[src/sv/sfrf_pkg.sv]
`timescale 1ns / 1ps
// Shared types and constants of the shallow-flow Rusanov flux core.
// Used by every module of the block; depends on nothing else.
package sfrf_pkg;

  // Register stages from input capture to the output register.
  localparam int PIPE_DEPTH  = 14;
  // Quotient and square-root bits resolved per iteration stage.
  localparam int ITER_STEPS  = 4;
  localparam int ITER_STAGES = 32 / ITER_STEPS;

  localparam logic [31:0] EPS_RESET = 32'd16777216;
  localparam logic [31:0] COS_RESET = 32'h8000_0000;
  localparam logic [30:0] MIN_RESET = 31'd1;

  localparam logic [31:0] S32_MAX = 32'h7FFF_FFFF;
  localparam logic [31:0] S32_MIN = 32'h8000_0000;

  typedef enum logic [1:0] {
    CFG_EPSILON_GAIN = 2'd0,
    CFG_COS_SLOPE    = 2'd1,
    CFG_MIN_DEPTH    = 2'd2
  } cfg_reg_t;

  typedef struct packed {
    logic signed [31:0] depth_left;
    logic signed [31:0] momentum_left;
    logic signed [31:0] depth_right;
    logic signed [31:0] momentum_right;
  } in_item_t;

  typedef struct packed {
    logic signed [31:0] mass_flux;
    logic signed [31:0] momentum_flux;
    logic               saturated;
  } out_item_t;

  // Per-side state carried through the divide and square-root stages.
  typedef struct packed {
    logic [31:0]        div_rem;
    logic [31:0]        div_quo;
    logic [31:0]        div_num;
    logic [30:0]        div_den;
    logic               div_ovf;
    logic [33:0]        sq_rem;
    logic [31:0]        sq_root;
    logic [63:0]        sq_op;
    logic signed [31:0] depth;
    logic signed [31:0] mom;
    logic               neg;
    logic               shallow;
    logic [31:0]        depth_sq;
  } side_t;

  typedef struct packed {
    side_t [1:0] side;
    logic        sat;
  } iter_t;

  typedef struct packed {
    logic [PIPE_DEPTH-1:0] en;
    logic [PIPE_DEPTH-1:0] valid;
  } pipe_ctrl_t;

endpackage

[src/sv/sfrf_iter_stage.sv]
`timescale 1ns / 1ps
// One register stage of the velocity divider and wave-speed square root.
// Uses sfrf_pkg; resolves ITER_STEPS quotient and root bits for both sides.
module sfrf_iter_stage (
  input  logic            clk,
  input  logic            en,
  input  sfrf_pkg::iter_t stage_d,
  output sfrf_pkg::iter_t stage_q
);

  sfrf_pkg::iter_t q_r;
  sfrf_pkg::iter_t q_nxt;

  always_comb begin
    logic [31:0] t;
    logic [35:0] srem;
    logic [35:0] trial;
    q_nxt = stage_d;
    for (int s = 0; s < 2; s++) begin
      for (int k = 0; k < sfrf_pkg::ITER_STEPS; k++) begin
        // Restoring division: the remainder stays below the divisor when it starts below it.
        t = {q_nxt.side[s].div_rem[30:0], q_nxt.side[s].div_num[31]};
        q_nxt.side[s].div_num = {q_nxt.side[s].div_num[30:0], 1'b0};
        if (t >= {1'b0, q_nxt.side[s].div_den}) begin
          q_nxt.side[s].div_rem = t - {1'b0, q_nxt.side[s].div_den};
          q_nxt.side[s].div_quo = {q_nxt.side[s].div_quo[30:0], 1'b1};
        end else begin
          q_nxt.side[s].div_rem = t;
          q_nxt.side[s].div_quo = {q_nxt.side[s].div_quo[30:0], 1'b0};
        end
        // Digit-by-digit square root, two operand bits per root bit.
        srem  = {q_nxt.side[s].sq_rem, q_nxt.side[s].sq_op[63:62]};
        trial = {2'b00, q_nxt.side[s].sq_root, 2'b01};
        q_nxt.side[s].sq_op = {q_nxt.side[s].sq_op[61:0], 2'b00};
        if (srem >= trial) begin
          q_nxt.side[s].sq_rem  = 34'(srem - trial);
          q_nxt.side[s].sq_root = {q_nxt.side[s].sq_root[30:0], 1'b1};
        end else begin
          q_nxt.side[s].sq_rem  = srem[33:0];
          q_nxt.side[s].sq_root = {q_nxt.side[s].sq_root[30:0], 1'b0};
        end
      end
    end
  end

  always_ff @(posedge clk) begin
    if (en) begin
      q_r <= q_nxt;
    end
  end

  assign stage_q = q_r;

endmodule

[config.mk]
export PLATFORM = sky130hd
export DESIGN_NAME = sfrf_iter_stage
export DESIGN_NICKNAME = d
export VERILOG_FILES = /design/src/sv/sfrf_pkg.sv /design/src/sv/sfrf_iter_stage.sv
export SDC_FILE = /design/constraint.sdc
export NUM_CORES = 2
export LEC_CHECK = 0
export BUFFER_PORTS_ARGS = -buffer_cell sky130_fd_sc_hd__buf_2
export CAP_MARGIN = 15
export CORE_AREA = 2 2 555 557
export DETAILED_ROUTE_END_ITERATION = 16
export DIE_AREA = 0 0 557 559
export PLACE_DENSITY = 0.4
export SYNTH_ARGS = -nofsm -noshare
export SYNTH_HDL_FRONTEND = slang
export SYNTH_SLANG_ARGS = --single-unit
[constraint.sdc]
create_clock -name clk -period 23.9 [get_ports clk]
set_input_delay 4.78 -clock clk [delete_from_list [all_inputs] [get_ports clk]]
set_output_delay 4.78 -clock clk [all_outputs]
set_load 0.01 [all_outputs]
==> impl_metrics.env <==
export IMPL_status="completed"
export IMPL_die_area_mm2=0.311
export IMPL_timing_hold_ws_ns=4.14
export IMPL_synth_area_leader_cell="edfxtp_1"
export IMPL_cp_max_fo=26
export IMPL_track_usage_pct=15.7
export IMPL_p_seq_share_pct=17.9
export IMPL_crit_path_end_kind="flip-flop"
export IMPL_swShare_pct=47.7
export IMPL_synth_top_area_share_pct=39.5
export IMPL_grt_pass1_vias=47300
export IMPL_cts_tree="done"
export IMPL_ctsLongestPathBuffers=4
export IMPL_crit_cells=72
export IMPL_dp_cells=10800
export IMPL_post_dp_hpwl_um=216000
export IMPL_power_leakage_nw=29.0
export IMPL_fin_crit_ns=21.69
export IMPL_area_delta_synth_final_pct=28.7
export IMPL_cp_num_buf_inv=6
export IMPL_max_slew_margin_pct=26.2
export IMPL_switchingPower_mw=4.99
export IMPL_wire_per_inst_um=23.2
export IMPL_ys_seq_elements=689
export IMPL_power_density_mw_per_mm2=155
export IMPL_clkPwrFrac_pct=13.4
export IMPL_cts_inserted_buffers=92
export IMPL_timing_max_cap_violations=0
export IMPL_synth_cell_types=102
export IMPL_min_from="stage_d[447]"
export IMPL_holdBufCountCts=0
export IMPL_viasPerCell=4.36
export IMPL_dp_slack_ns=1.62
export IMPL_cp_arrival_ns=22.18
export IMPL_synth_avg_cell_area_um2=9.74
export IMPL_ys_flop_type="edfxtp_1"
export IMPL_yosys_warnings=0
export IMPL_yosysMostFrequentCell="edfxtp_1"
export IMPL_path_clk_slew_ns=0.06
export IMPL_post_route_cell_area_mm2=0.0674
export IMPL_synthMuxAreaShare_pct=4.03
export IMPL_synth_edf_count=689
export IMPL_finish_utilization_pct=22.1
export IMPL_setup_worst_path_start="stage_d[231]"
export IMPL_yosysSeqAreaShare_pct=39.5
export IMPL_via_count=47900
export IMPL_hold_path_depth=1
export IMPL_start_util_pct=17.2
export IMPL_synth_async_sr_flop_share_pct=0
export IMPL_antenna_found_initial=118
export IMPL_grt_pass1_wl_um=353000
export IMPL_syn_cell_area_mm2=0.0523
export IMPL_clock_tree_root_cell="clkbuf_16"
export IMPL_overflow=0
export IMPL_cpMostUsedCell="a21oi_1"
export IMPL_ctsResizeCount=0
export IMPL_finalNonFillerCells=11000
export IMPL_tns_ns=0
export IMPL_fin_nets=8030
export IMPL_drtIter0Drc=2940
export IMPL_layout_drive_gt1_share_pct=26.2
export IMPL_fin_crit_sh_pct=90.7
export IMPL_critPathLaunchType="input port"
export IMPL_synth_common_cells="edfxtp_1 (689), a21oi_1 (528), ha_1 (520)"
export IMPL_ant_nets=0
export IMPL_dpl_instance_area_mm2=0.0643
export IMPL_p_int_mw=5.47
export IMPL_rsz0062_at_grt="false"
export IMPL_whs_endpoint="stage_q[447]"
export IMPL_die_width_um=557
export IMPL_largest_reg_flops=689
export IMPL_hp_class="input port to flip-flop"
export IMPL_max_stage_delay_ns=0.62
export IMPL_numClockSinks=689
export IMPL_syn_inst=5376
export IMPL_setup_viol=0
export IMPL_combPwrFrac_pct=68.8
export IMPL_power_mw=10.5
export IMPL_worstSetupPathType="input port to flip-flop"
export IMPL_port_buffers=1393
export IMPL_hold_viol=0
export IMPL_drv_slew=0
export IMPL_fin_ws_ns=2.21
export IMPL_ir_drop_uv=119
export IMPL_synth_simple_area_share_pct=12.4
export IMPL_wirelength_um=255000
export IMPL_crit_family="compound AO/OA/AOI/OAI gates"
export IMPL_fmax_ghz=0.0461
export IMPL_htree_levels=3
export IMPL_die_h_um=559
export IMPL_first_pass_iters=7
export IMPL_drcViolationCount=0
export IMPL_core_area_mm2=0.305
export IMPL_crit_slowest_cell="a2111oi_0"
export IMPL_synth_xor_area_share_pct=7.31
export IMPL_max_slew_worst_pin_slew_ns=1.09
export IMPL_synth_top_family_by_area="compound AO/OA/AOI/OAI gates"
export IMPL_synth_area_leaders="edfxtp_1 (40%), ha_1 (12%), a21oi_1 (5.0%)"
export IMPL_synth_compound_area_share_pct=20.1
export IMPL_critPathRequiredTime_ns=24.40
export IMPL_row_count=203
export IMPL_gp_congestion=0.905
export IMPL_synthAdderAreaFrac_pct=12.7
export IMPL_grt_max_degree=136
export IMPL_postCtsSetupBuffers=0
export IMPL_num_io_pins=1428
placed cells by master, fill, tap and decap left out, types with 60 or more instances in the layout:
cell type,count
nand2_1,434
o21a_1,60
nand2b_1,62
mux2_2,139
inv_1,326
buf_2,1392
nor2_1,342
nand3_1,92
xnor2_1,271
nor3_1,74
o21bai_1,89
xor2_1,164
a21oi_1,528
o21ai_0,365
clkbuf_16,92
ha_1,520
nand4_1,95
a21o_1,259
edfxtp_1,689
kinds of logic after synthesis:
logic type                 count (synthesis)
adders and majority gates                528
AOI/OAI and AO/OA                       1670
xor gates and xnor gates                 436
muxes                                    190
and+or+nand+nor                         1365
buffers and inverters                    497
other                                      1
DFF                                      689
routing by layer:
| layer | part of all wire [%] | GRT usage (%) | vias up |
|---|---|---|---|
| li1 | - | - | 22900 |
| met1 | 40 | 18.5 | 23000 |
| met2 | 48 | 27.1 | 1635 |
| met3 | 7.3 | 4.00 | 378 |
| met4 | 4.2 | 6.05 | 80 |
| met5 | 0.21 | 0 | - |
power by group through the flow:
stage          clock, mW  combinational [mW]  sequential, mW
2_1_floorplan          0                4.73            1.98
5_1_grt             1.49                7.89            1.89
3_5_place_dp           0                7.17            1.90
4_1_cts             1.46                7.23            1.88
3_3_place_gp           0                7.18            1.90
6_report            1.40                7.19            1.87
final cells by class:
type                            count  area, um^2
Multi-Input combinational cell   4213       29800
Antenna cell                       35        87.6
Clock inverter                     50         563
Fill cell                       33400      238000
Sequential cell                   689       20700
Inverter                          336        1260
Timing Repair Buffer             1455        7500
Clock buffer                      108        2360
Tap cell                         4100        5130
worst max path at each step:
stage                     slack [ns]            to
after global placement          1.49  stage_q[347]
after detailed placement        1.62  stage_q[347]
after CTS                       2.34  stage_q[347]
final                           2.21  stage_q[347]
after global routing            0.71  stage_q[347]
after floorplan                 4.39  stage_q[330]
Power figures use the tool's default switching activity.
