## config.mk

```make
export PLATFORM = sky130hd
export DESIGN_NAME = sfrf_pipe_ctrl
export DESIGN_NICKNAME = d
export VERILOG_FILES = /design/src/sv/sfrf_pkg.sv /design/src/sv/sfrf_pipe_ctrl.sv
export SDC_FILE = /design/constraint.sdc
export NUM_CORES = 1
export LEC_CHECK = 0
export BUFFER_PORTS_ARGS = -buffer_cell sky130_fd_sc_hd__buf_2
export CORE_MARGIN = 10
export CORE_UTILIZATION = 37
export DETAILED_ROUTE_END_ITERATION = 8
export PLACE_DENSITY = 0.76
export SLEW_MARGIN = 20
export SYNTH_ARGS = -nofsm -noshare
export SYNTH_HDL_FRONTEND = slang
export SYNTH_SLANG_ARGS = --single-unit
```

## constraint.sdc

```tcl
create_clock -name clk -period 1.6 [get_ports clk]
set_input_delay 0.32 -clock clk [delete_from_list [all_inputs] [get_ports clk]]
set_output_delay 0.32 -clock clk [all_outputs]
set_load 0.005 [all_outputs]
```

## src/sv/sfrf_pkg.sv

```systemverilog
`timescale 1ns / 1ps
// Shared types and constants of the shallow-flow Rusanov flux core.
// Used by every module of the block; depends on nothing else.
package sfrf_pkg;

  // Register stages from input capture to the output register.
  localparam int PIPE_DEPTH  = 14;
  // Quotient and square-root bits resolved per iteration stage.
  localparam int ITER_STEPS  = 4;
  localparam int ITER_STAGES = 32 / ITER_STEPS;

  localparam logic [31:0] EPS_RESET = 32'd16777216;
  localparam logic [31:0] COS_RESET = 32'h8000_0000;
  localparam logic [30:0] MIN_RESET = 31'd1;

  localparam logic [31:0] S32_MAX = 32'h7FFF_FFFF;
  localparam logic [31:0] S32_MIN = 32'h8000_0000;

  typedef enum logic [1:0] {
    CFG_EPSILON_GAIN = 2'd0,
    CFG_COS_SLOPE    = 2'd1,
    CFG_MIN_DEPTH    = 2'd2
  } cfg_reg_t;

  typedef struct packed {
    logic signed [31:0] depth_left;
    logic signed [31:0] momentum_left;
    logic signed [31:0] depth_right;
    logic signed [31:0] momentum_right;
  } in_item_t;

  typedef struct packed {
    logic signed [31:0] mass_flux;
    logic signed [31:0] momentum_flux;
    logic               saturated;
  } out_item_t;

  // Per-side state carried through the divide and square-root stages.
  typedef struct packed {
    logic [31:0]        div_rem;
    logic [31:0]        div_quo;
    logic [31:0]        div_num;
    logic [30:0]        div_den;
    logic               div_ovf;
    logic [33:0]        sq_rem;
    logic [31:0]        sq_root;
    logic [63:0]        sq_op;
    logic signed [31:0] depth;
    logic signed [31:0] mom;
    logic               neg;
    logic               shallow;
    logic [31:0]        depth_sq;
  } side_t;

  typedef struct packed {
    side_t [1:0] side;
    logic        sat;
  } iter_t;

  typedef struct packed {
    logic [PIPE_DEPTH-1:0] en;
    logic [PIPE_DEPTH-1:0] valid;
  } pipe_ctrl_t;

endpackage

```

## src/sv/sfrf_pipe_ctrl.sv

```systemverilog
`timescale 1ns / 1ps
// Valid tracking and per-stage load enables for the flux pipeline.
// Uses sfrf_pkg; a stage loads when it is empty or its successor loads.
module sfrf_pipe_ctrl (
  input  logic                 clk,
  input  logic                 rst_n,
  input  logic                 in_valid,
  input  logic                 out_stall,
  output sfrf_pkg::pipe_ctrl_t ctl
);

  logic [sfrf_pkg::PIPE_DEPTH-1:0] valid_r;
  logic [sfrf_pkg::PIPE_DEPTH-1:0] valid_nxt;
  logic [sfrf_pkg::PIPE_DEPTH-1:0] en;

  always_comb begin
    en[sfrf_pkg::PIPE_DEPTH-1] = !valid_r[sfrf_pkg::PIPE_DEPTH-1] || !out_stall;
    for (int i = sfrf_pkg::PIPE_DEPTH - 2; i >= 0; i--) begin
      en[i] = !valid_r[i] || en[i+1];
    end
    valid_nxt[0] = en[0] ? in_valid : valid_r[0];
    for (int i = 1; i < sfrf_pkg::PIPE_DEPTH; i++) begin
      valid_nxt[i] = en[i] ? valid_r[i-1] : valid_r[i];
    end
  end

  always_ff @(posedge clk) begin
    if (!rst_n) begin
      valid_r <= '0;
    end else begin
      valid_r <= valid_nxt;
    end
  end

  assign ctl.en    = en;
  assign ctl.valid = valid_r;

endmodule

```

==> flow_summary_export.csv, run 1 <==
group,metric,value,unit
status,status,"complete, but fails checks",
status,violations,"negative setup slack",
floorplan,num_rows,14,
cts,cts_hold_buf,0,
setup_path,critical-path-top-delay-family,"simple AND/OR/NAND/NOR gates",
floorplan,ios,32,
timing,setup_viol,9,
cts,ctsRootBufferMaster,"clkbuf_4",
power_and_ir_drop,switchingPower,0.000145,W
setup_path,start_kind,"flop",
min_path,hold_start,"in_valid",
cts,clkSlewWorstSetupHoldPaths,0.09,ns
placed_design,dp_hpwl,1.45,mm
finish,final_cell_mix,"29 x buf_2, 15 x buf_4, 14 x nand2_1, 9 x dfxtp_2, 6 x buf_6",
power_and_ir_drop,seqPwrFrac,55.1,%
setup_path,cp-startpoint,"valid_r[13]",
finish,syn2layout_area_growth,76.8,%
finish,regMostFlops,"valid_r",
timing,final.period_utilization,112,%
drt,wl_per_cell,14.5,µm
drt,routed_wl,2.04,mm
synth,avgSynthCellArea,8.15,µm²
timing,hold_slack,0.241,ns
min_path,holdCritPathClass,"in -> reg",
setup_path,arrival,1.47,ns
drt,dr.first_iter.drc_count,14,
cts,numCtsBuffers,3,
cts,cts_buffer_depth,2,
synth,synth-edff-count,0,
placed_design,gp_congestion,0.737,
synth,syn-num-nets,76,
finish,final_cells,140,
setup_path,required,1.28,ns
global_route,gr-usage-all-layers,10.7,%
run,cap_violations,0,
drt,via_count,721,
timing,fin_skew,0.00615,ns
power_and_ir_drop,sw_frac_of_total,22.4,%
timing,rsz0062_at_grt,"true",
global_route,grt-ovfl-total,0,
drt,dr_wl_met3,149,µm
timing,worst_slew_pin_slew,0.273,ns
finish,reg_top3,"valid_r (14)",
synth,netlist_area,587,µm²
cts,cts_tree,"built",
synth,synth-seq-cells,14,
synth,ys.flop_type,"dfxtp_1",
drt,viasPerCell,5.15,
finish,layout_commonest_cell,"buf_2",
power_and_ir_drop,combPwrFrac,3.8,%
floorplan,initial_core_util,39.0,%
timing,drv_slew,0,
finish,largest_reg_flops,14,
setup_path,cp_cell_sequence,"and3_4 > inv_4 > nor3_4 > inv_2 > or3_1 > buf_2",
setup_path,max_stage_delay,0.33,ns
setup_path,worst-path-max-fanout,3,
synth,async_reset_ff_share,0,%
timing,layout_setup_ws,-0.186,ns
synth,yosysUniqueCellTypes,20,
drt,met1Wirelength,777,µm
placed_design,dpl_cell_area,876,µm²
finish,fill_cells,128,
drt,antenna_left,0,
setup_path,path_buf_inv,3,
synth,synthCells,72,
power_and_ir_drop,ir_drop,0.000385,V
synth,yosysWarnings,0,
synth,yosysSeqAreaShare,47.8,%
global_route,first_global_vias,673,
power_and_ir_drop,p_clk_share,41.1,%
power_and_ir_drop,p_int,0.000499,W
placed_design,io_buffers,31,
cts,clk_latency,0.28,ns
setup_path,cp-end-kind,"primary output",
floorplan,fp.dieW,59.8,µm
drt,top_layer_used,"met4",
synth,synth.area.top_cells,"dfxtp_1 48%, nand2_1 10%, nand3_1 5.1%",
global_route,antenna_found_initial,0,
drt,drc_errors,0,
power_and_ir_drop,p_leak,0.467,nW
floorplan,die_y,59.8,µm
placed_design,placedCellCount,133,
drt,wl_met2,1.02,mm
finish,final_nets,129,
global_route,grt_max_degree,17,
floorplan,fp.coreArea,1510,µm²
timing,maxSlewHeadroom,81.8,%
cts,clock_sink_count,14,
timing,fmax,560,MHz
timing,period_minus_slack,1.79,ns
global_route,grt_pass1_wl,3.03,mm
finish,stdcell_area,1040,µm²
timing,finalHoldViolations,0,
power_and_ir_drop,power_density,621,nW/µm²
setup_path,rr_startpoint,"valid_r[13]",
setup_path,critPathSlowestCell,"dfxtp_2",
cts,ctsHtreeMaxLevel,1,
finish,drive_above_1_share,63.7,%
synth,yosys.area.top_type,"dfxtp_1",
finish,num_antenna_cells,0,
synth,yosysTopAreaCellShare,47.8,%
drt,drt_pass1_iterations,5,
floorplan,dieArea,3580,µm²
setup_path,critPathKind,"reg -> out",
kinds of logic after synthesis:
family | after synthesis | synth area share, %
simple gates | 36 | 30.7
buf+inv | 9 | 6.18
flops | 14 | 47.8
compound gates | 13 | 15.4
final timing paths:
| kind | depth (start not counted) | slack (ns) | to |
|---|---|---|---|
| worst min-delay path | 3 | 0.24 | valid_r[0] |
| worst min register to register | 2 | 0.48 | valid_r[0] |
| worst max-delay path | 6 | -0.19 | ctl[16] |
| worst max register to register | 6 | 0.27 | valid_r[2] |
metrics by stage:
| step | utilization, % | setup TNS (ns) | power, W | worst slack (ns) |
|---|---|---|---|---|
| after global routing | 68.9 | -1.54 | 0.000663 | -0.252 |
| after global placement | 58.1 | -0.0169 | 0.000387 | -0.0169 |
| final | 68.9 | -0.852 | 0.000644 | -0.186 |
| after detailed placement | 58.1 | -0.0356 | 0.000388 | -0.0234 |
| after CTS | 63.1 | -1.53 | 0.000647 | -0.251 |
| after floorplan | - | 0 | 0.000375 | 0.0229 |
cells in the mapped netlist, types with 2 or more instances:
library cell / instances
nor4_1: 2
nand3_1: 6
o21a_1: 4
o21ai_0: 4
nor2_1: 5
dfxtp_1: 14
inv_1: 5
a21oi_1: 2
nand2_1: 16
clkbuf_1: 2
nand4_1: 3
worst reg2reg max path: cells and delay by family, from the launching register on:
family                 cells  cell delay [ns]
AOI/OAI and AO/OA          1             0.33
buffers and inverters      3             0.25
DFF                        1             0.33
and+or+nand+nor            2             0.32
power groups by stage:
stage	clock network, W	logic [W]	registers [W]
floorplan	0	0.0000109	0.000364
global placement	0	0.0000235	0.000363
detailed placement	0	0.0000246	0.000364
CTS	0.000267	0.0000246	0.000356
global route	0.000281	0.0000274	0.000355
finish	0.000264	0.0000247	0.000355
metal layers:
layer	vias up	track usage (%)
met5	-	0
met4	0	7.05
met3	13	3.60
met2	32	17.9
met1	327	11.1
li1	349	-
final cells by class:
cell class	instances	area (µm²)	share of cell area, %
clock buffer	4	36.3	3.50
inverter	7	28.8	2.77
multi-input combinational	49	332	32.0
sequential	14	295	28.5
tap	16	20.0	1.93
timing repair buffer	50	325	31.4
repair_timing:
| action | CTS | global route |
|---|---|---|
| cloned | 0 | 0 |
| setup endpoints to repair | 11 | 11 |
| pin swaps | 5 | 9 |
| setup buffers | 1 | 3 |
| resized for setup | 9 | 20 |
Note: power is estimated with default switching activity, not from simulation.
==> run 2: changes to the inputs <==
--- a/config.mk
+++ b/config.mk
@@ -5,11 +5,11 @@
 export SDC_FILE = /design/constraint.sdc
 export NUM_CORES = 1
 export LEC_CHECK = 0
-export BUFFER_PORTS_ARGS = -buffer_cell sky130_fd_sc_hd__buf_2
 export CORE_MARGIN = 10
-export CORE_UTILIZATION = 37
+export CORE_UTILIZATION = 44
 export DETAILED_ROUTE_END_ITERATION = 8
-export PLACE_DENSITY = 0.76
+export DONT_BUFFER_PORTS = 1
+export PLACE_DENSITY = 0.66
 export SLEW_MARGIN = 20
 export SYNTH_ARGS = -nofsm -noshare
 export SYNTH_HDL_FRONTEND = slang
==> run 2 against run 1 <==
Net effect: via count down 20%; the run still ends with negative setup slack left; global-route usage down 1.2 points; clock power down 3%; setup slack better by 0.015 ns; register-to-register slack about the same; critical path type unchanged; die area down 11%; first-iteration DRC count down 57%; hold slack worse by 0.093 ns; count of clock-buffer cells in the layout unchanged; sequential share of layout area up 5.8 points; final cell count down 24%; largest cell class unchanged; highest routed layer unchanged; total power down 3.5%.
==> flow_summary_export.csv, run 2 (same netlist as run 1, synthesis figures left out) <==
group,metric,value,unit
finish,syn2layout_area_growth,46.9,%
setup_path,cp-end-kind,"primary output",
timing,period_minus_slack,1.77,ns
status,violations,"negative setup slack",
finish,regMostFlops,"valid_r",
setup_path,max_stage_delay,0.39,ns
cts,cts_hold_buf,0,
power_and_ir_drop,p_leak,0.348,nW
floorplan,fp.dieW,56.5,µm
drt,wl_per_cell,15.5,µm
floorplan,initial_core_util,45.7,%
setup_path,critPathKind,"reg -> out",
drt,via_count,576,
floorplan,num_rows,13,
drt,drt_pass1_iterations,4,
power_and_ir_drop,ir_drop,0.000486,V
drt,routed_wl,1.64,mm
floorplan,ios,32,
finish,num_antenna_cells,0,
cts,cts_tree,"built",
drt,drc_errors,0,
finish,final_cell_mix,"13 x nand2_1, 13 x buf_4, 9 x dfxtp_2, 5 x nor2_1",
setup_path,arrival,1.45,ns
finish,fill_cells,99,
drt,antenna_left,0,
global_route,grt_pass1_wl,2.49,mm
global_route,grt-ovfl-total,0,
cts,cts_buffer_depth,2,
placed_design,io_buffers,0,
setup_path,critPathSlowestCell,"or3_4",
timing,final.period_utilization,111,%
min_path,holdCritPathClass,"in -> reg",
global_route,grt_max_degree,17,
global_route,first_global_vias,547,
timing,setup_viol,4,
timing,rsz0062_at_grt,"true",
floorplan,die_y,56.5,µm
cts,numCtsBuffers,3,
timing,drv_slew,0,
finish,final_nets,96,
timing,maxSlewHeadroom,80.5,%
timing,finalHoldViolations,0,
global_route,antenna_found_initial,0,
placed_design,dp_hpwl,1.23,mm
placed_design,dp_slack,0.00322,ns
finish,largest_reg_flops,14,
timing,hold_slack,0.148,ns
setup_path,required,1.28,ns
cts,clock_sink_count,14,
run,cap_violations,0,
timing,worst_slew_pin_slew,0.290,ns
floorplan,fp.coreArea,1280,µm²
global_route,gr-usage-all-layers,9.53,%
status,status,"complete, but fails checks",
setup_path,worst-path-max-fanout,4,
timing,fmax,565,MHz
finish,reg_top3,"valid_r (14)",
setup_path,cp_cell_sequence,"and3_4 > inv_4 > nor3_4 > inv_2 > or3_4",
setup_path,start_kind,"flop",
placed_design,gp_congestion,0.720,
power_and_ir_drop,power_density,721,nW/µm²
cts,clk_latency,0.28,ns
finish,drive_above_1_share,52.7,%
cts,ctsRootBufferMaster,"clkbuf_4",
timing,layout_setup_ws,-0.170,ns
cts,clkSlewWorstSetupHoldPaths,0.09,ns
floorplan,dieArea,3190,µm²
drt,viasPerCell,5.43,
cts,ctsHtreeMaxLevel,1,
drt,dr.first_iter.drc_count,6,
timing,fin_skew,0.00335,ns
## run 2: cell count changes in the layout (fill, tap and decap cells not counted)
| cell | delta |
|---|---|
| nor4_4 | +1 |
| nor4_2 | -1 |
| buf_4 | -2 |
| nand2_2 | +1 |
| buf_2 | -29 |
| inv_1 | -1 |
| or3_1 | -1 |
| or3_4 | +1 |
| nor2_4 | -1 |
| nor2_1 | +1 |
| nand2_1 | -1 |
| buf_6 | -2 |
| inv_2 | +1 |
## run 2: final timing paths
| path | slack (ns) | cells after the start | end | from |
|---|---|---|---|---|
| setup / recovery | -0.17 | 5 | ctl[16] | valid_r[13] |
| hold / removal | 0.15 | 1 | valid_r[10] | rst_n |
| setup reg to reg | 0.28 | 6 | valid_r[2] | valid_r[13] |
| hold reg to reg | 0.48 | 2 | valid_r[11] | valid_r[10] |
## run 2: area by class of cell
class / instances / area (µm²) / share of cell area, %
timing repair buffer: 17 / 143 / 16.5
clock buffer: 4 / 36.3 / 4.21
tap: 15 / 18.8 / 2.18
multi-input combinational: 49 / 340 / 39.5
inverter: 7 / 28.8 / 3.34
sequential: 14 / 295 / 34.3
## run 2: timing repair
action | CTS | global route
setup endpoints to repair | 7 | 9
buffers inserted | 10 | 2
pin swaps | 4 | 6
gates resized for setup | 18 | 11
## run 2: metrics by stage
| stage | utilization [%] | instances | setup TNS, ns | total power (W) | area [µm²] |
|---|---|---|---|---|---|
| 3_5_place_dp | 54.2 | 98 | 0 | 0.000374 | 697 |
| 3_3_place_gp | 54.2 | 98 | 0 | 0.000373 | 697 |
| 5_1_grt | 67.1 | 106 | -0.929 | 0.000647 | 862 |
| 4_1_cts | 63.5 | 104 | -0.612 | 0.000627 | 816 |
| 2_1_floorplan | - | 72 | 0 | 0.000375 | 588 |
| 6_report | 67.1 | 106 | -0.416 | 0.000621 | 862 |
## run 2: power breakdown
part,total [W],leakage [nW],internal [W],switching (W)
logic,0.00000938,0.208,0.00000419,0.00000519
clock network,0.000257,0.0210,0.000138,0.000119
registers,0.000355,0.119,0.000351,0.00000451
total,0.000621,0.348,0.000493,0.000128
## run 2: layer usage
layer,GRT usage (%),part of all wire [%],vias to the layer above,routed length [µm]
li1,-,-,286,-
met1,8.66,38,265,630
met2,16.0,49,23,798
met3,5.84,12,2,203
met4,5.15,0.49,0,8
met5,0,0,-,0
## run 2: worst max-delay path: cells and delay by family (launching register included)
kind / cells / cell delay [ns]
buffers and inverters: 2 / 0.11
flip-flops: 1 / 0.33
AND/OR/NAND/NOR: 3 / 0.73
